File: src/hdl/gbl_pkg.sv
// Shared types and constants for the glyph bitmap to LCD bus expander.
package gbl_pkg;

    localparam logic [15:0] CMD_COLUMN   = 16'h002A;
    localparam logic [15:0] CMD_PAGE     = 16'h002B;
    localparam logic [15:0] CMD_MEMWRITE = 16'h002C;
    localparam logic [15:0] BYTE_MASK    = 16'h00FF;

    typedef enum logic {
        KIND_START  = 1'b0,
        KIND_BITMAP = 1'b1
    } kind_t;

    typedef struct packed {
        kind_t       kind;
        logic [15:0] x;
        logic [15:0] xe;
        logic [15:0] y;
        logic [15:0] ye;
        logic [15:0] fg;
        logic [15:0] bg;
        logic [7:0]  bits;
        logic [3:0]  count;
        logic        glyph_end;
    } job_t;

    typedef struct packed {
        logic        is_command;
        logic [15:0] bus_value;
        logic        last_of_run;
        logic        glyph_done;
    } word_t;

endpackage

File: src/hdl/gbl_front.sv
// Front end: accepts input words, tracks glyph progress and queues jobs.
module gbl_front (
    input  logic               clk,
    input  logic               rst_n,
    input  logic               s_tvalid,
    output logic               s_tready,
    input  logic [87:0]        s_tdata,
    input  logic [0:0]         s_tuser,
    input  logic               q_full,
    output logic               q_push,
    output gbl_pkg::job_t      q_data
);

    logic [15:0] fg_reg, fg_next;
    logic [15:0] bg_reg, bg_next;
    logic [7:0]  width_reg, width_next;
    logic [7:0]  rows_reg, rows_next;
    logic [7:0]  col_reg, col_next;

    logic [15:0] pos_x, pos_y, fg_in, bg_in;
    logic [7:0]  w_in, h_in, byte_in;
    logic        accept, is_start, active, row_end;
    logic [7:0]  remain;
    logic [3:0]  count;

    assign pos_x   = s_tdata[15:0];
    assign pos_y   = s_tdata[31:16];
    assign w_in    = s_tdata[39:32];
    assign h_in    = s_tdata[47:40];
    assign fg_in   = s_tdata[63:48];
    assign bg_in   = s_tdata[79:64];
    assign byte_in = s_tdata[87:80];

    assign s_tready = !q_full;
    assign accept   = s_tvalid && s_tready;
    assign is_start = (gbl_pkg::kind_t'(s_tuser[0]) == gbl_pkg::KIND_START);
    assign active   = (rows_reg != 8'd0) && (width_reg != 8'd0);
    assign remain   = width_reg - col_reg;
    assign row_end  = (remain <= 8'd8);
    assign count    = row_end ? remain[3:0] : 4'd8;
    assign q_push   = accept && (is_start || active);

    always_comb
    begin
        q_data.kind      = is_start ? gbl_pkg::KIND_START : gbl_pkg::KIND_BITMAP;
        q_data.x         = pos_x;
        q_data.xe        = pos_x + {8'd0, w_in} - 16'd1;
        q_data.y         = pos_y;
        q_data.ye        = pos_y + {8'd0, h_in};
        q_data.fg        = fg_reg;
        q_data.bg        = bg_reg;
        q_data.bits      = byte_in;
        q_data.count     = count;
        q_data.glyph_end = row_end && (rows_reg == 8'd1);
    end

    always_comb
    begin
        fg_next    = fg_reg;
        bg_next    = bg_reg;
        width_next = width_reg;
        rows_next  = rows_reg;
        col_next   = col_reg;
        if (accept)
        begin
            if (is_start)
            begin
                fg_next    = fg_in;
                bg_next    = bg_in;
                width_next = w_in;
                col_next   = 8'd0;
                rows_next  = (w_in == 8'd0) ? 8'd0 : h_in;
            end
            else if (active)
            begin
                if (row_end)
                begin
                    col_next  = 8'd0;
                    rows_next = rows_reg - 8'd1;
                end
                else
                begin
                    col_next = col_reg + {4'd0, count};
                end
            end
        end
    end

    always_ff @(posedge clk or negedge rst_n)
    begin
        if (!rst_n)
        begin
            fg_reg    <= 16'd0;
            bg_reg    <= 16'd0;
            width_reg <= 8'd0;
            rows_reg  <= 8'd0;
            col_reg   <= 8'd0;
        end
        else
        begin
            fg_reg    <= fg_next;
            bg_reg    <= bg_next;
            width_reg <= width_next;
            rows_reg  <= rows_next;
            col_reg   <= col_next;
        end
    end

endmodule

File: src/hdl/gbl_fifo.sv
// Short job queue between the front end and the bus sequencer.
module gbl_fifo #(
    parameter int DEPTH = 4
) (
    input  logic          clk,
    input  logic          rst_n,
    input  logic          push,
    input  gbl_pkg::job_t push_data,
    output logic          full,
    input  logic          pop,
    output logic          valid,
    output gbl_pkg::job_t pop_data
);

    localparam int PTR_W = (DEPTH > 1) ? $clog2(DEPTH) : 1;
    localparam int CNT_W = $clog2(DEPTH + 1);

    gbl_pkg::job_t mem [DEPTH];

    logic [PTR_W-1:0] wr_ptr_reg, wr_ptr_next;
    logic [PTR_W-1:0] rd_ptr_reg, rd_ptr_next;
    logic [CNT_W-1:0] cnt_reg, cnt_next;

    assign full     = (cnt_reg == CNT_W'(DEPTH));
    assign valid    = (cnt_reg != '0);
    assign pop_data = mem[rd_ptr_reg];

    always_comb
    begin
        wr_ptr_next = wr_ptr_reg;
        rd_ptr_next = rd_ptr_reg;
        cnt_next    = cnt_reg;
        if (push)
        begin
            wr_ptr_next = (wr_ptr_reg == PTR_W'(DEPTH - 1)) ? '0 : wr_ptr_reg + 1'b1;
        end
        if (pop)
        begin
            rd_ptr_next = (rd_ptr_reg == PTR_W'(DEPTH - 1)) ? '0 : rd_ptr_reg + 1'b1;
        end
        if (push && !pop)
        begin
            cnt_next = cnt_reg + 1'b1;
        end
        else if (pop && !push)
        begin
            cnt_next = cnt_reg - 1'b1;
        end
    end

    always_ff @(posedge clk)
    begin
        if (push)
        begin
            mem[wr_ptr_reg] <= push_data;
        end
    end

    always_ff @(posedge clk or negedge rst_n)
    begin
        if (!rst_n)
        begin
            wr_ptr_reg <= '0;
            rd_ptr_reg <= '0;
            cnt_reg    <= '0;
        end
        else
        begin
            wr_ptr_reg <= wr_ptr_next;
            rd_ptr_reg <= rd_ptr_next;
            cnt_reg    <= cnt_next;
        end
    end

endmodule

File: src/hdl/gbl_back.sv
// Bus sequencer: expands queued jobs into command, address and pixel words.
module gbl_back (
    input  logic          clk,
    input  logic          rst_n,
    input  logic          q_valid,
    input  gbl_pkg::job_t q_data,
    output logic          q_pop,
    output logic          m_tvalid,
    input  logic          m_tready,
    output gbl_pkg::word_t m_word
);

    localparam logic [3:0] STEP_CMD_COL = 4'd0;
    localparam logic [3:0] STEP_X_HI    = 4'd1;
    localparam logic [3:0] STEP_X_LO    = 4'd2;
    localparam logic [3:0] STEP_XE_HI   = 4'd3;
    localparam logic [3:0] STEP_XE_LO   = 4'd4;
    localparam logic [3:0] STEP_CMD_PG  = 4'd5;
    localparam logic [3:0] STEP_Y_HI    = 4'd6;
    localparam logic [3:0] STEP_Y_LO    = 4'd7;
    localparam logic [3:0] STEP_YE_HI   = 4'd8;
    localparam logic [3:0] STEP_YE_LO   = 4'd9;
    localparam logic [3:0] STEP_CMD_MEM = 4'd10;

    gbl_pkg::job_t  job_reg;
    gbl_pkg::word_t word_reg, word_next;
    logic           job_valid_reg, job_valid_next;
    logic           out_valid_reg, out_valid_next;
    logic [3:0]     step_reg, step_next;
    logic [3:0]     final_step;
    logic           step_last, out_load;

    assign final_step = (job_reg.kind == gbl_pkg::KIND_START) ? STEP_CMD_MEM
                                                             : job_reg.count - 4'd1;
    assign step_last  = (step_reg == final_step);
    assign out_load   = job_valid_reg && (!out_valid_reg || m_tready);
    assign q_pop      = q_valid && (!job_valid_reg || (out_load && step_last));
    assign m_tvalid   = out_valid_reg;
    assign m_word     = word_reg;

    always_comb
    begin
        word_next = '0;
        if (job_reg.kind == gbl_pkg::KIND_START)
        begin
            unique case (step_reg)
                STEP_CMD_COL:
                begin
                    word_next.is_command = 1'b1;
                    word_next.bus_value  = gbl_pkg::CMD_COLUMN;
                end
                STEP_X_HI:  word_next.bus_value = job_reg.x >> 8;
                STEP_X_LO:  word_next.bus_value = job_reg.x & gbl_pkg::BYTE_MASK;
                STEP_XE_HI: word_next.bus_value = job_reg.xe >> 8;
                STEP_XE_LO: word_next.bus_value = job_reg.xe & gbl_pkg::BYTE_MASK;
                STEP_CMD_PG:
                begin
                    word_next.is_command = 1'b1;
                    word_next.bus_value  = gbl_pkg::CMD_PAGE;
                end
                STEP_Y_HI:  word_next.bus_value = job_reg.y >> 8;
                STEP_Y_LO:  word_next.bus_value = job_reg.y & gbl_pkg::BYTE_MASK;
                STEP_YE_HI: word_next.bus_value = job_reg.ye >> 8;
                STEP_YE_LO: word_next.bus_value = job_reg.ye & gbl_pkg::BYTE_MASK;
                STEP_CMD_MEM:
                begin
                    word_next.is_command  = 1'b1;
                    word_next.bus_value   = gbl_pkg::CMD_MEMWRITE;
                    word_next.last_of_run = 1'b1;
                end
                default: word_next = '0;
            endcase
        end
        else
        begin
            word_next.bus_value   = job_reg.bits[~step_reg[2:0]] ? job_reg.fg : job_reg.bg;
            word_next.last_of_run = step_last;
            word_next.glyph_done  = step_last && job_reg.glyph_end;
        end
    end

    always_comb
    begin
        job_valid_next = job_valid_reg;
        step_next      = step_reg;
        out_valid_next = out_valid_reg;
        if (q_pop)
        begin
            job_valid_next = 1'b1;
            step_next      = 4'd0;
        end
        else if (out_load)
        begin
            if (step_last)
            begin
                job_valid_next = 1'b0;
            end
            else
            begin
                step_next = step_reg + 4'd1;
            end
        end
        if (out_load)
        begin
            out_valid_next = 1'b1;
        end
        else if (m_tready)
        begin
            out_valid_next = 1'b0;
        end
    end

    always_ff @(posedge clk or negedge rst_n)
    begin
        if (!rst_n)
        begin
            job_valid_reg <= 1'b0;
            out_valid_reg <= 1'b0;
            step_reg      <= 4'd0;
        end
        else
        begin
            job_valid_reg <= job_valid_next;
            out_valid_reg <= out_valid_next;
            step_reg      <= step_next;
        end
    end

    always_ff @(posedge clk)
    begin
        if (q_pop)
        begin
            job_reg <= q_data;
        end
        if (out_load)
        begin
            word_reg <= word_next;
        end
    end

    a_pop_needs_data: assert property (@(posedge clk) disable iff (!rst_n)
        q_pop |-> q_valid)
        else $error("queue popped while empty");

    a_step_in_range: assert property (@(posedge clk) disable iff (!rst_n)
        job_valid_reg |-> (step_reg <= final_step))
        else $error("sequencer step beyond end of job");

    a_done_is_last_pixel: assert property (@(posedge clk) disable iff (!rst_n)
        (out_valid_reg && word_reg.glyph_done) |->
            (word_reg.last_of_run && !word_reg.is_command))
        else $error("glyph done on a word that is not a final pixel");

    a_cmd_last_is_memwrite: assert property (@(posedge clk) disable iff (!rst_n)
        (out_valid_reg && word_reg.is_command && word_reg.last_of_run) |->
            (word_reg.bus_value == gbl_pkg::CMD_MEMWRITE))
        else $error("window sequence ends on a wrong command");

endmodule

File: src/hdl/glyph_bitmap_to_lcd_bus_top.sv
// Top level of the glyph bitmap to LCD bus expander.
//
// Input stream (s_axis): tuser is the word kind. A start word opens a glyph and
// produces the eleven-word window sequence (column command and bytes, page command
// and bytes, memory write command). A bitmap word expands into up to eight RGB565
// pixel words, MSB first; a row always ends on a byte, and bitmap words outside an
// active glyph produce nothing.
// Output stream (m_axis): one bus write per word; tuser marks commands and the
// final pixel of the glyph, tlast marks the last word caused by one input word.
// An accepted input word is queued in the job FIFO, then loaded into the
// sequencer job register; each output word is registered before it drives m_axis.
// The bus sequencer emits one word per cycle while it holds a job and
// m_axis_tready is high; dropped bitmap words never reach the sequencer. The
// front end keeps accepting while the job queue (FIFO_DEPTH entries) has room.
// Reset clears the glyph state, the queue and the output valid flag; no glyph is
// active after reset. When m_axis_tready is low the output word holds, the
// sequencer stops, and s_axis_tready falls once the queue fills.
module glyph_bitmap_to_lcd_bus_top #(
    parameter int FIFO_DEPTH = 4
) (
    input  logic        clk,
    input  logic        rst_n,
    input  logic        s_axis_tvalid,
    output logic        s_axis_tready,
    // pos_x[15:0], pos_y[31:16], glyph_width[39:32], glyph_height[47:40],
    // fg_color[63:48], bg_color[79:64], bitmap_byte[87:80]
    input  logic [87:0] s_axis_tdata,
    // kind[0]
    input  logic [0:0]  s_axis_tuser,
    output logic        m_axis_tvalid,
    input  logic        m_axis_tready,
    // bus_value[15:0]
    output logic [15:0] m_axis_tdata,
    // is_command[0], glyph_done[1]
    output logic [1:0]  m_axis_tuser,
    output logic        m_axis_tlast
);

    gbl_pkg::job_t  push_job, pop_job;
    gbl_pkg::word_t out_word;
    logic           q_push, q_full, q_valid, q_pop;

    gbl_front u_front (
        .clk      (clk),
        .rst_n    (rst_n),
        .s_tvalid (s_axis_tvalid),
        .s_tready (s_axis_tready),
        .s_tdata  (s_axis_tdata),
        .s_tuser  (s_axis_tuser),
        .q_full   (q_full),
        .q_push   (q_push),
        .q_data   (push_job)
    );

    gbl_fifo #(
        .DEPTH (FIFO_DEPTH)
    ) u_fifo (
        .clk       (clk),
        .rst_n     (rst_n),
        .push      (q_push),
        .push_data (push_job),
        .full      (q_full),
        .pop       (q_pop),
        .valid     (q_valid),
        .pop_data  (pop_job)
    );

    gbl_back u_back (
        .clk      (clk),
        .rst_n    (rst_n),
        .q_valid  (q_valid),
        .q_data   (pop_job),
        .q_pop    (q_pop),
        .m_tvalid (m_axis_tvalid),
        .m_tready (m_axis_tready),
        .m_word   (out_word)
    );

    assign m_axis_tdata = out_word.bus_value;
    assign m_axis_tuser = {out_word.glyph_done, out_word.is_command};
    assign m_axis_tlast = out_word.last_of_run;

endmodule
File: config.mk
export PLATFORM = sky130hd
export DESIGN_NAME = glyph_bitmap_to_lcd_bus_top
export DESIGN_NICKNAME = d
export VERILOG_FILES = /design/src/hdl/gbl_pkg.sv /design/src/hdl/gbl_front.sv /design/src/hdl/gbl_fifo.sv /design/src/hdl/gbl_back.sv /design/src/hdl/glyph_bitmap_to_lcd_bus_top.sv
export SDC_FILE = /design/constraint.sdc
export NUM_CORES = 1
export LEC_CHECK = 0
export ABC_AREA = 1
export ABC_CLOCK_PERIOD_IN_PS = 14200
export BUFFER_PORTS_ARGS = -buffer_cell sky130_fd_sc_hd__buf_4
export CELL_PAD_IN_SITES_DETAIL_PLACEMENT = 2
export CELL_PAD_IN_SITES_GLOBAL_PLACEMENT = 2
export CORE_UTILIZATION = 47
export DETAILED_ROUTE_END_ITERATION = 10
export GPL_TIMING_DRIVEN = 0
export PLACE_DENSITY_LB_ADDON = 0.3
export RECOVER_POWER = 100
export SLEW_MARGIN = 10
export SYNTH_ARGS = -nofsm -noshare
export SYNTH_HDL_FRONTEND = slang
export SYNTH_SLANG_ARGS = --single-unit
File: constraint.sdc
create_clock -name clk -period 14.2 [get_ports clk]
set_input_delay 1.42 -clock clk [delete_from_list [all_inputs] [get_ports clk]]
set_output_delay 1.42 -clock clk [all_outputs]
set_load 0.02 [all_outputs]
After elaboration in Yosys (flattened, before gate mapping)
Memories as Yosys holds them, arrays and structs flattened. A register that Yosys moved wholly into a read port is not among the register bits.
Index checks and enable logic that the tools add are counted.
{ "word_totals": {"romBits": 0, "latch_bits": 0, "register_bits": 88, "n_memories": 1, "elab_cells": 114, "ram_bits": 440} }
{ "mem_list": {"columns": ["name", "words", "word_bits", "read_ports", "rd_ports_with_merged_regs", "wr", "line", "rtl"], "rows": [
  ["u_fifo.mem", 4, 110, 1, 1, 1, "gbl_fifo.sv:18", "gbl_pkg::job_t mem [DEPTH];"]
]} }
{ "op_classes": {"order_cmp": 2, "n_bitwise": 2, "add_sub_neg": 12, "n_mux": 31, "n_reduce_logical": 33, "n_eq_ne": 18, "mul": 0, "n_div": 0, "shift": 0} }
{ "op_table": {"columns": ["operator", "n"], "rows": [
  ["8-bit one-hot mux with 11 select lines", 1],
  ["8-bit two-way mux", 7],
  ["16-bit by 8-bit adder with 16-bit output", 2],
  ["4-bit two-way mux", 5],
  ["18-bit two-way mux", 1],
  ["4-bit by 3-bit == test with 1-bit output, second input constant", 4],
  ["16-bit two-way mux", 1],
  ["8-bit nonzero test", 2],
  ["16-bit by 1-bit subtractor with 16-bit output, second input constant", 1],
  ["4-bit == test, second input constant", 3],
  ["1-bit two-way mux", 11],
  ["1-bit logical AND", 10],
  ["8-bit by 4-bit adder with 8-bit output", 1],
  ["4-bit by 2-bit == test with 1-bit output, second input constant", 2],
  ["8-bit by 1-bit == test with 1-bit output, second input constant", 1],
  ["8-bit by 4-bit less-or-equal comparator with 1-bit output, second input constant", 1],
  ["8-bit logical NOT", 1],
  ["2-bit AND reduction", 4],
  ["2-bit nonzero test", 4],
  ["8-bit by 1-bit subtractor with 8-bit output, second input constant", 1],
  ["8-bit subtractor", 1],
  ["3-bit two-way mux", 2],
  ["1-bit logical NOT", 5],
  ["2-bit by 1-bit adder with 2-bit output, second input constant", 2],
  ["20 further kinds", 25]
]} }

Depth between registers and ports, before layout
{ "depth": {"word_depth": 9, "depth_mapped": 22} }

Modules after synthesis
A second synthesis with hierarchy kept.
{ "unflattened": {"hier_cells": 2305, "hier_area_um2": 27761.6} }
{ "by_module_without_submodules": {"columns": ["mod", "instances", "seq_area_each_um2", "cells_per_inst", "area_per_inst_um2"], "rows": [
  ["gbl_fifo", 1, 13387.8, 1336, 17860.9],
  ["gbl_back", 1, 4023.9, 390, 5272.6],
  ["gbl_front", 1, 1401.3, 579, 4628.2]
]} }

Worst setup path after synthesis
No wires, ideal clock.
{ "synth_timing": {"kind": "input -> register", "startpoint": "in s_axis_tvalid", "endpoint": "mem u_fifo.mem[0][0] in the netlist's numbering, enable pin", "t_required_ns": 13.620, "t_arrival_ns": 6.657, "cell_stages": 5, "setup_ns": 0.580, "path_slack_ns": 6.963, "cell_sequence": "a21boi_0 -> o211ai_1 -> nand2_1 -> inv_1 -> nor2_1"} }
{ "synth_via": {"elab_chain_cells": 4} }
{ "synth_lines": {"columns": ["element", "line", "rtl"], "rows": [
  ["start, declared", "glyph_bitmap_to_lcd_bus_top.sv:23", "input logic s_axis_tvalid,"],
  ["1-bit logical AND", "gbl_front.sv:35", "assign accept = s_tvalid && s_tready;"],
  ["1-bit logical AND", "gbl_front.sv:41", "assign q_push = accept && (is_start || active);"],
  ["1-bit two-way mux", "gbl_fifo.sv:53", "if (push)"],
  ["1-bit two-way mux (not written as such)", "gbl_fifo.sv:55", "mem[wr_ptr_reg] <= push_data;"],
  ["end, declared", "gbl_fifo.sv:18", null]
]} }
No other way between the ends.

Final worst setup path
{ "layout_timing": {"startpoint": "reg u_back.job_reg[1] (netlist name)", "endpoint": "reg u_back.job_reg[57] (netlist name)"} }
{ "layout_via": {"elab_chain_cells": 6} }
{ "layout_lines": {"columns": ["element", "line", "rtl"], "rows": [
  ["4-bit by 1-bit subtractor with 4-bit output", "gbl_back.sv:34", ": job_reg.count - 4'd1;"],
  ["4-bit two-way mux", "gbl_back.sv:33", "assign final_step = (job_reg.kind == gbl_pkg::KIND_START) ? STEP_CMD_MEM"],
  ["4-bit == test", "gbl_back.sv:35", "assign step_last = (step_reg == final_step);"],
  ["1-bit logical AND", "gbl_back.sv:37", "assign q_pop = q_valid && (!job_valid_reg || (out_load && step_last));"],
  ["1-bit logical OR", "gbl_back.sv:37", null],
  ["1-bit logical AND", "gbl_back.sv:37", null],
  ["net q_pop", "glyph_bitmap_to_lcd_bus_top.sv:41", "logic q_push, q_full, q_valid, q_pop;"]
]} }
The timed path passes the listed nets, and every way through them passes these cells.
A chain may end at the register's enable or synchronous reset.

==> summary.txt <==
Pwr
  • Clock network power share: 24.9%
  • P_leak: 10.7 nW
  • Sequential share of power: 43.3%
  • Switching pwr: 3.01 mW
  • Combinational share of power: 31.8%
  • Worst vdd ir: 0.000117 V
  • P per Cell Area: 250 mW/mm^2
  • Post-layout power: 7.42 mW
  • Net Sw Frac: 40.6%
  • Cell internal pwr: 4.40 mW

Timing
  • Post-route clock period utilization: 56.6%
  • Fmax: 125 MHz
  • Endpoints failing setup: 0
  • Final Critical Period: 8.03 ns
  • Clock skew: 0.0319 ns
  • Fin. max-slew vios: 642
  • Slew @ Worst Pin: 4.84 ns
  • Max-Slew Margin vs Limit: -223%
  • RSZ-0062 raised after global routing: no
  • Setup TNS: 0 ns
  • Final Hold Viols: 0

Clock network
  • Clk slew on worst S/H paths: 0.06 ns
  • CTS resizes: 0
  • Clk sinks: 638
  • Clk buf depth: 3
  • Worst-skew pair later-pin latency: 0.63 ns
  • Number of buffers added for setup after CTS: 0
  • Clock buffer count from CTS: 70
  • Root Buffer: clkbuf_16
  • Cts hold-fix bufs: 0
  • # H-tree levels: 3
  • TritonCTS clock tree: done

Drt
  • Via-per-instance ratio: 6.49
  • Routed via count: 19,200
  • Drt initial violations: 2,143
  • Routed wire length: 106 mm
  • Post-route ant nets: 0
  • DRC errors left: 0
  • First-pass DRT Iterations: 5
  • Routed len/inst: 35.9 um

Place
  • Post-DP HPWL: 65.4 mm
  • Final Wtd Congestion: 0.878
  • Port Buffers: 113

Layout
  • Max FFs per register: 440
  • Filler instances: 5,100
  • Layout cells sized above 1: 8.15%
  • Area delta synth->final: 14.2%
  • Layout net count: 2,367
  • Commonest non-fill, non-tap cell in the layout: edfxtp_1
  • Most frequent cells in the layout: 569 x edfxtp_1, 293 x nor2_1, 288 x o21ai_0

Global routing
  • GR Util met2: 65.1%
  • Met3 GRT Util: 7.51%
  • Most crowded layer after global routing: met2
  • First-pass GRT wire length: 154 mm
  • Gr usage total: 38.3%
  • Initial antenna violation count: 2
  • Total congestion overflow: 0
  • Vias in the first global route: 21,000
  • M1 GR Usage: 47.5%
  • Pin count of the biggest net entering global routing: 70

Synth
  • Synth Area in XOR/XNOR: 1.38%
  • Compound-Gate Fraction of Synth Area: 10.1%
  • Asr flop ratio synth: 10.8%
  • Post-Syn Area per Cell: 12.9 um^2
  • Gate count of the mapped netlist: 2,010
  • Top_reg_cell synth: edfxtp_1
  • Ys Warns: 0
  • Synth Register Bits: 638
  • Cell Area, Synth: 0.0260 mm^2
  • Mux cell area share after synthesis: 1.43%
  • Largest family of logic cells by synthesized area: compound AO/OA/AOI/OAI gates
  • Post-synth cell types: 43
  • Synthesized-area fraction occupied by adder cells: 2.98%
  • Sequential share of the synthesized area: 72.3%
  • Post-synthesis simple-gate area fraction: 8.35%
  • Synthesized Nets: 2,162
  • Post-synth EDFFs: 569

Floorplan
  • Chip Height: 237 um
  • Row cnt: 85
  • Core area: 0.0542 mm^2
  • Die area: 0.0563 mm^2
  • Starting density of the core: 48.0%
  • Die Width: 237 um
  • IO Count: 114

Worst hold path
  • Hold Path End: u_front.width_reg[0]
  • Hold_sp: u_front.width_reg[0]
  • Min-Delay Path Class: register to register
  • WHS Path Cells: 2

Status
  • Failing checks: capacitance limit, slew limit
  • Status: finished with violations

Worst setup path
  • CP startpoint kind: register
  • Crit. End Element: register
  • R2r worst-path depth: 12
  • CP Data Required Time: 14.32 ns
  • RR Startpoint: u_back.job_reg[1]
  • Crit-path max FO: 61
  • Critical path class: register to register
  • R2R Path End: u_back.job_reg[57]
  • Reg2reg setup slack: 6.17 ns
  • Worst Path Arrival: 8.15 ns

Run
  • Max cap viols: 23
-- through the flow --
stage	worst slack [ns]	cells	util (%)	area, um^2	hold slack [ns]
after CTS	9.73	2966	56.0	30400	0.518
after global placement	2.31	2819	51.1	27700	0.477
final	6.17	2968	54.8	29700	0.509
after detailed placement	9.28	2839	52.0	28200	0.489
after floorplan	6.96	2010	-	26000	0.444
after global routing	6.02	2966	54.8	29700	0.540
-- worst max-delay path, cell delays in order, from the launching register on --
cell,delay (ns)
edfxtp_1,0.37
inv_1,0.12
ha_1,0.25
nand2_1,0.11
nand2_1,0.09
o21ai_0,0.26
nand2_1,0.13
nor2_1,0.17
nand4_1,0.40
o21ai_0,0.45
nand2_1,0.33
clkinvlp_2,2.06
clkbuf_1,2.73
-- how the worst max path moves through the flow --
stage | endpoint | depth (start not counted) | start
floorplan | u_fifo.mem[0][0] | 5 | s_axis_tvalid
global placement | u_fifo.mem[3][55] | 6 | s_axis_tuser
detailed placement | u_fifo.mem[1][92] | 13 | s_axis_tdata[33]
CTS | u_fifo.mem[3][92] | 13 | s_axis_tdata[33]
global route | u_back.step_reg[2] | 13 | u_back.job_reg[1]
finish | u_back.job_reg[57] | 12 | u_back.job_reg[1]
-- cell usage after synthesis (all sizes together) (12+ instances only) --
cell type	number	area, um^2
a21oi	34	170
o22ai	116	726
dfrtp	69	1730
o21ai	289	1460
clkbuf	72	270
ha	54	676
nand3	44	220
nor2	293	1110
nand2	171	679
a221oi	12	105
xor2	25	219
mux2	33	372
edfxtp	569	17100
xnor2	16	140
inv	146	553
buf	14	78.8
nand4	12	75.1
-- metal layers --
layer	wire, um	part of all wire (%)
met2	53000	50
met5	19	0.018
met1	40100	38
met3	8000	7.5
met4	5270	5.0
-- logic make-up after synthesis --
kind of cell / Yosys count
flip-flops: 638
XOR/XNOR: 41
AND/OR/NAND/NOR: 536
adder cells (fa/ha/maj): 59
buffers and inverters: 232
AO/OA/AOI/OAI: 471
multiplexers: 33
-- power groups by stage --
stage	registers, mW	clock network, mW	logic (mW)
6_report	3.21	1.85	2.36
5_1_grt	3.23	1.91	2.45
4_1_cts	3.16	1.85	2.45
3_5_place_dp	3.15	0	2.30
3_3_place_gp	3.19	0	1.94
2_1_floorplan	3.07	0	1.20
-- final cells by class --
type	count	area [um^2]	area share (%)
flip-flops and latches	638	18800	63.3
multi-input cells	1140	6260	21.1
clock buffers	93	1920	6.47
well taps	696	871	2.93
repair buffers	133	687	2.31
inverters	146	551	1.85
plain buffers	86	324	1.09
clock inverters	34	272	0.914
diodes	2	5.00	0.0168
Power figures use the tool's default switching activity.
